$ cat src/psr_pkg.sv
// Shared constants and controller/datapath interface types for the plucked string resonator.
`default_nettype none

package psr_pkg;

  localparam int MAX_DELAY_DEF = 2048;
  localparam int CHANNELS_DEF  = 2;

  localparam int SAMPLE_W   = 16;
  localparam int GAIN_W     = 16;
  localparam int DLY_W      = 12;
  localparam int CFG_IDX_W  = 2;
  localparam int CFG_DATA_W = 16;

  localparam logic [CFG_IDX_W-1:0] REG_DAMPING = 2'd0;
  localparam logic [CFG_IDX_W-1:0] REG_DECAY   = 2'd1;
  localparam logic [CFG_IDX_W-1:0] REG_DELAY   = 2'd2;

  localparam logic [GAIN_W-1:0] DAMPING_RST = 16'hFFFF;
  localparam logic [GAIN_W-1:0] DECAY_RST   = 16'h8000;
  localparam logic [DLY_W-1:0]  DELAY_RST   = 12'd256;

  typedef struct packed {
    logic accept;
    logic mix_en;
    logic mul_en;
    logic wb_en;
  } psr_cmd_t;

  typedef struct packed {
    logic out_busy;
  } psr_sts_t;

endpackage

`default_nettype wire

$ cat src/psr_ctrl.sv
// Sequencer for the resonator: accept/read, mix, damping multiply, writeback.
`default_nettype none

module psr_ctrl (
  input  logic              clk,
  input  logic              rst_n,
  input  logic              in_valid,
  output logic              in_ready,
  input  psr_pkg::psr_sts_t sts,
  output psr_pkg::psr_cmd_t cmd
);
  import psr_pkg::*;

  typedef enum logic [3:0] {
    ST_IDLE = 4'b0001,
    ST_MIX  = 4'b0010,
    ST_MUL  = 4'b0100,
    ST_WB   = 4'b1000
  } state_t;

  state_t state_r;
  state_t state_nxt;

  assign in_ready   = (state_r == ST_IDLE);
  assign cmd.accept = in_ready & in_valid;
  assign cmd.mix_en = (state_r == ST_MIX);
  assign cmd.mul_en = (state_r == ST_MUL);
  assign cmd.wb_en  = (state_r == ST_WB) & ~sts.out_busy;

  always_comb begin
    state_nxt = state_r;
    case (state_r)
      ST_IDLE: begin
        if (in_valid) state_nxt = ST_MIX;
      end
      ST_MIX:  state_nxt = ST_MUL;
      ST_MUL:  state_nxt = ST_WB;
      // hold until the output register can take the result
      ST_WB: begin
        if (!sts.out_busy) state_nxt = ST_IDLE;
      end
      default: state_nxt = ST_IDLE;
    endcase
  end

  always_ff @(posedge clk) begin
    if (!rst_n) begin
      state_r <= ST_IDLE;
    end else begin
      state_r <= state_nxt;
    end
  end

`ifndef ASSERT_OFF
  a_accept_to_mix: assert property (@(posedge clk) disable iff (!rst_n)
    cmd.accept |=> cmd.mix_en) else $error("accepted transaction did not reach mix step");
  a_mix_to_mul: assert property (@(posedge clk) disable iff (!rst_n)
    cmd.mix_en |=> cmd.mul_en) else $error("mix step not followed by multiply");
  a_wb_stall: assert property (@(posedge clk) disable iff (!rst_n)
    (state_r == ST_WB && sts.out_busy) |=> (state_r == ST_WB && !in_ready))
    else $error("writeback left while output register busy");
`endif

endmodule

`default_nettype wire

$ cat config.mk
export PLATFORM = sky130hd
export DESIGN_NAME = psr_ctrl
export DESIGN_NICKNAME = d
export VERILOG_FILES = /design/src/psr_pkg.sv /design/src/psr_ctrl.sv
export SDC_FILE = /design/constraint.sdc
export NUM_CORES = 1
export LEC_CHECK = 0
export BUFFER_PORTS_ARGS = -buffer_cell sky130_fd_sc_hd__buf_2
export CORE_AREA = 2 2 39 41
export DETAILED_ROUTE_END_ITERATION = 6
export DIE_AREA = 0 0 41 43
export PLACE_DENSITY = 0.43
export SLEW_MARGIN = 20
export SYNTH_ARGS = -nofsm -noshare
export SYNTH_HDL_FRONTEND = slang
export SYNTH_SLANG_ARGS = --single-unit
$ cat constraint.sdc
create_clock -name clk -period 1.9 [get_ports clk]
set_input_delay 0 -clock clk [delete_from_list [all_inputs] [get_ports clk]]
set_output_delay 0 -clock clk [all_outputs]
set_load 0.02 [all_outputs]
==> results of run 1 <==
report_power, final:
part | switching [mW] | total, mW | internal, mW
Clock | 0.0343 | 0.105 | 0.0706
Sequential | 0.00902 | 0.0969 | 0.0879
Combinational | 0.0167 | 0.0340 | 0.0173
Total | 0.0600 | 0.236 | 0.176
worst min path at each step:
stage	slack [ps]	start	endpoint	depth (start not counted)
after CTS	20	in_valid	state_r[1]$_SDFFE_PN0P_	2
after global placement	220	rst_n	state_r[0]$_SDFFE_PN1P_	2
after detailed placement	220	rst_n	state_r[0]$_SDFFE_PN1P_	2
after floorplan	80	rst_n	state_r[0]$_SDFFE_PN1P_	1
final	30	in_valid	state_r[1]$_SDFFE_PN0P_	2
after global routing	30	in_valid	state_r[1]$_SDFFE_PN0P_	2
kinds of logic (layout without fill, tap and decap cells):
| logic type | after synthesis | in the layout | share of synthesized area |
|---|---|---|---|
| buffers and inverters | 3 | 12 | 0.0697 |
| flip-flops | 4 | 4 | 0.318 |
| multiplexers | 1 | 1 | 0.0398 |
| AND/OR/NAND/NOR | 17 | 17 | 0.537 |
| AO/OA/AOI/OAI | 1 | 1 | 0.0348 |
Yosys cell counts:
library cell / number
nor2_1: 3
nor3_1: 3
nand2_1: 2
buf_4: 1
and3_1: 3
dfxtp_1: 4
buf_2: 2
nor4b_4: 2
or2b_1: 1
o311ai_1: 1
mux2i_1: 1
and2_1: 2
nor4b_2: 1
worst max-delay path, cell delays in order, from the launching register on:
cell and delay, ps:
dfxtp_1 520, nor4b_4 290, and2_1 160, buf_2 160
final cells by class:
cell class                 count  area, sq um  share of cell area
multi-input combinational     19          154               0.471
timing repair buffer           9         50.0               0.153
tap                           16         20.0              0.0613
clock buffer                   3         22.5              0.0690
sequential                     4         80.1               0.245
what timing repair did:
item                                    in CTS  in global routing
endpoints found under the setup margin       0                  0
hold endpoints to repair                     1                  0
hold buffers                                 1                  0
layout by cell type (no fill, tap or decap), drive strengths merged:
cell         instances
nor3                 3
clkbuf               3
o311ai               1
nor2                 3
buf                  8
mux2i                1
dfxtp                4
nor4b                3
nand2                2
and3                 3
dlygate4sd3          1
or2b                 1
and2                 2
metal layers:
layer,GRT usage,routed length (microns)
met3,0.0471,9
met2,0.119,290
met5,0,0
met4,0.0800,0
met1,0.0927,208
stage by stage:
| stage | utilization | total power [mW] | instance area (sq um) | hold slack, ps | std cells |
|---|---|---|---|---|---|
| 2_1_floorplan | - | 0.119 | 251 | 78.4 | 26 |
| 3_3_place_gp | 0.212 | 0.130 | 294 | 225 | 47 |
| 3_5_place_dp | 0.212 | 0.131 | 294 | 221 | 47 |
| 4_1_cts | 0.236 | 0.242 | 327 | 22.7 | 51 |
| 5_1_grt | 0.236 | 0.256 | 327 | 29.7 | 51 |
| 6_report | 0.236 | 0.236 | 327 | 32.9 | 51 |
==> flow_summary.yaml, run 1 <==
placed_design:
  dpl.hpwl_microns: 400
  place_congestion: 0.743
  io_buffers: 8
  dp_slack_ps: 774
clock_tree:
  cts_max_level: 1
  cts_buffers: 3
  cts_tree: "done"
  clk_latency_ps: 240
  cts-root-buf: "clkbuf_4"
  numClockSinks: 4
  cts.repair.resized: 0
  clk_pin_slew_ps: 40
  clk_path_buf_depth: 2
  postCtsSetupRepairBufs: 0
logic_synthesis:
  yosys.area.top_type: "dfxtp_1"
  synth_seq_area_share: 0.318
  postSynthAreaPerCell_sq_um: 9.67
  yosysWarnings: 0
  synthCells: 26
  synth.cell_area_sq_um: 251
  synth_fp_nets: 30
  netlist_top_cells_area: "dfxtp_1 32%, nor4b_4 19%, and3_1 7.5%, nor3_1 6.0%, nor4b_2 6.0%"
  synthDominantCellAreaShare: 0.318
  synth-seq-cells: 4
  yosysUniqueCellTypes: 13
sta:
  worstMarginPinSlew_ps: 397
  fin_crit_ps: 1380
  period_share: 0.725
  setup_viol: 0
  finalWorstSetupSlack_ps: 523
  drv_slew: 0
  slew_headroom: 0.735
  finalHoldViolCount: 0
  skew_ps: 2.52
  setup-tns-final_ps: 0
  rsz0062_at_grt: "no"
  max_freq_mhz: 726
global_route:
  grt_max_degree: 9
  grt_use_total: 0.0882
  antenna_found_initial: 0
  grt_pass1_wl_microns: 979
  grt_pass1_vias: 229
  grt-ovfl-total: 0
floorplan:
  die_width_microns: 41
  ios: 9
  core_area_sq_um: 1380
  die_area_sq_um: 1760
  start_util: 0.182
  fp.dieH_microns: 43
  std_cell_rows: 14
finish:
  nFillCells: 163
  largest_reg_flops: 4
  diodes: 0
  drive_gt1_frac: 0.400
  area_delta_synth_final_pct: 29.9
  top_regs: "state_r x4"
  top_register: "state_r"
  nets: 41
routing:
  wl_per_cell_microns: 9.94
  drc: 0
  drtPass1Iterations: 2
  via_per_inst: 4.37
  routed_wl_microns: 507
  initialDrtViolationCount: 6
  antenna_left: 0
  num_vias: 223
worst_setup_path:
  cp.arrival_ps: 1380
  worst_setup_path_start_kind: "register"
  r2r_cells: 3
  endpoint: "cmd[3]"
  timing.rr.end: "state_r[0]$_SDFFE_PN1P_"
  critPathCaptureType: "primary output"
  critPathRequiredTime_ps: 1900
  crit_type: "reg -> out"
  r2r-start: "state_r[2]$_SDFFE_PN0P_"
  crit_start: "state_r[0]$_SDFFE_PN1P_"
  path_max_fanout: 8
  rrSetupSlack_ps: 810
power_and_ir_drop:
  power.density_nw_per_um2: 722
  p_leak_nw: 0.145
  ir_drop_mv: 0.275
worst_hold_path:
  min_path_type: "in -> reg"
outcome:
  status: "completed"
job:
  maxCapViolCount: 0
Power figures use the tool's default switching activity.
==> inputs of run 2 (changes only) <==
==> constraint.sdc (replaced) <==
create_clock -name clk -period 1.35 [get_ports clk]
set_input_delay 0 -clock clk [delete_from_list [all_inputs] [get_ports clk]]
set_output_delay 0 -clock clk [all_outputs]
set_load 0.02 [all_outputs]
==> flow_summary.yaml, run 2 (same netlist as run 1, synthesis figures left out) <==
finish:
  final_common_cell: "buf_2"
  largest_reg_flops: 4
  post-route-util: 0.239
  drive_gt1_frac: 0.486
  diodes: 0
  area_delta_synth_final_pct: 31.3
  nets: 41
  top_regs: "state_r x4"
  instances_no_fill: 51
  nFillCells: 155
  top_register: "state_r"
worst_setup_path:
  cp.arrival_ps: 1260
  rrSetupSlack_ps: 320
  worst_setup_path_start_kind: "register"
  path_max_fanout: 8
  critPathCaptureType: "primary output"
  critPathRequiredTime_ps: 1350
  crit_type: "reg -> out"
floorplan:
  die_width_microns: 41
  ios: 9
  core_area_sq_um: 1380
  std_cell_rows: 14
  fp.dieH_microns: 43
  die_area_sq_um: 1760
  start_util: 0.182
sta:
  rsz0062_at_grt: "no"
  hold_ws_ps: 23.1
  max_freq_mhz: 794
  setup-tns-final_ps: 0
  slew_headroom: 0.775
  worstMarginPinSlew_ps: 338
  setup_viol: 0
  finalHoldViolCount: 0
  skew_ps: 5.31
  finalWorstSetupSlack_ps: 90.3
  drv_slew: 0
  fin_crit_ps: 1260
  period_share: 0.933
power_and_ir_drop:
  p_leak_nw: 0.146
  power.density_nw_per_um2: 1020
  ir_drop_mv: 0.577
routing:
  antenna_left: 0
  routed_wl_microns: 527
  wl_per_cell_microns: 10.3
  initialDrtViolationCount: 2
  num_vias: 222
  via_per_inst: 4.35
  drc: 0
  drtPass1Iterations: 2
global_route:
  grt_pass1_wl_microns: 862
  grt-ovfl-total: 0
  grt_pass1_vias: 209
  antenna_found_initial: 0
  grt_use_total: 0.0862
  grt_max_degree: 9
clock_tree:
  cts_tree: "done"
  postCtsSetupRepairBufs: 0
  cts_buffers: 3
  clk_path_buf_depth: 2
  cts_max_level: 1
  clk_latency_ps: 240
  numClockSinks: 4
  cts-root-buf: "clkbuf_4"
  clk_pin_slew_ps: 40
job:
  maxCapViolCount: 0
worst_hold_path:
  min_path_type: "in -> reg"
outcome:
  status: "completed"
placed_design:
  dp_slack_ps: 233
  dp_cells: 47
  io_buffers: 8
  place_congestion: 0.748
-- run 2: changes by cell type in the layout (fill, tap and decap cells not counted) --
| cell | previous run | this run |
|---|---|---|
| dfxtp_1 | 4 | 1 |
| dfxtp_2 | 0 | 3 |
-- run 2: final cells by class --
| cell class | count | area, sq um | area share |
|---|---|---|---|
| clock buffers | 3 | 22.5 | 0.0682 |
| well taps | 16 | 20.0 | 0.0606 |
| multi-input cells | 19 | 154 | 0.466 |
| flip-flops and latches | 4 | 83.8 | 0.254 |
| repair buffers | 9 | 50.0 | 0.152 |
-- run 2: what timing repair did --
action                                  CTS  global route
hold buffers                              1             0
endpoints found under the hold margin     1             0
endpoints found under the setup margin    1             1
pin swaps                                 0             1
resized for setup                         1             2
-- run 2: through the flow --
| step | area [sq um] | total power [mW] |
|---|---|---|
| after floorplan | 251 | 0.168 |
| after global placement | 294 | 0.183 |
| after detailed placement | 294 | 0.184 |
| after CTS | 328 | 0.340 |
| after global routing | 330 | 0.363 |
| final | 330 | 0.336 |
-- run 2: worst paths after layout --
kind,end,start,cells past startpoint
min reg2reg,state_r[0]$_SDFFE_PN1P_,state_r[2]$_SDFFE_PN0P_,2
max,cmd[3],state_r[3]$_SDFFE_PN0P_,3
min,state_r[1]$_SDFFE_PN0P_,in_valid,2
max reg2reg,state_r[2]$_SDFFE_PN0P_,state_r[1]$_SDFFE_PN0P_,2
-- run 2: where the power goes --
| part | switching, mW | total (mW) | internal, mW |
|---|---|---|---|
| sequential | 0.0129 | 0.137 | 0.124 |
| combinational | 0.0233 | 0.0476 | 0.0243 |
| clock | 0.0516 | 0.151 | 0.0995 |
| total | 0.0878 | 0.336 | 0.248 |
-- run 2: critical path: stages, from the launching register on --
cell and delay, ps:
dfxtp_2 370, nor4b_4 310, and2_1 170, buf_2 160
-- run 2: per-layer routing --
metal | global-route usage | share of wire | routed length (microns)
met1 | 0.0671 | 0.37 | 196
met2 | 0.109 | 0.52 | 276
met3 | 0.0942 | 0.063 | 33
met4 | 0.0800 | 0.040 | 21
met5 | 0 | 0 | 0
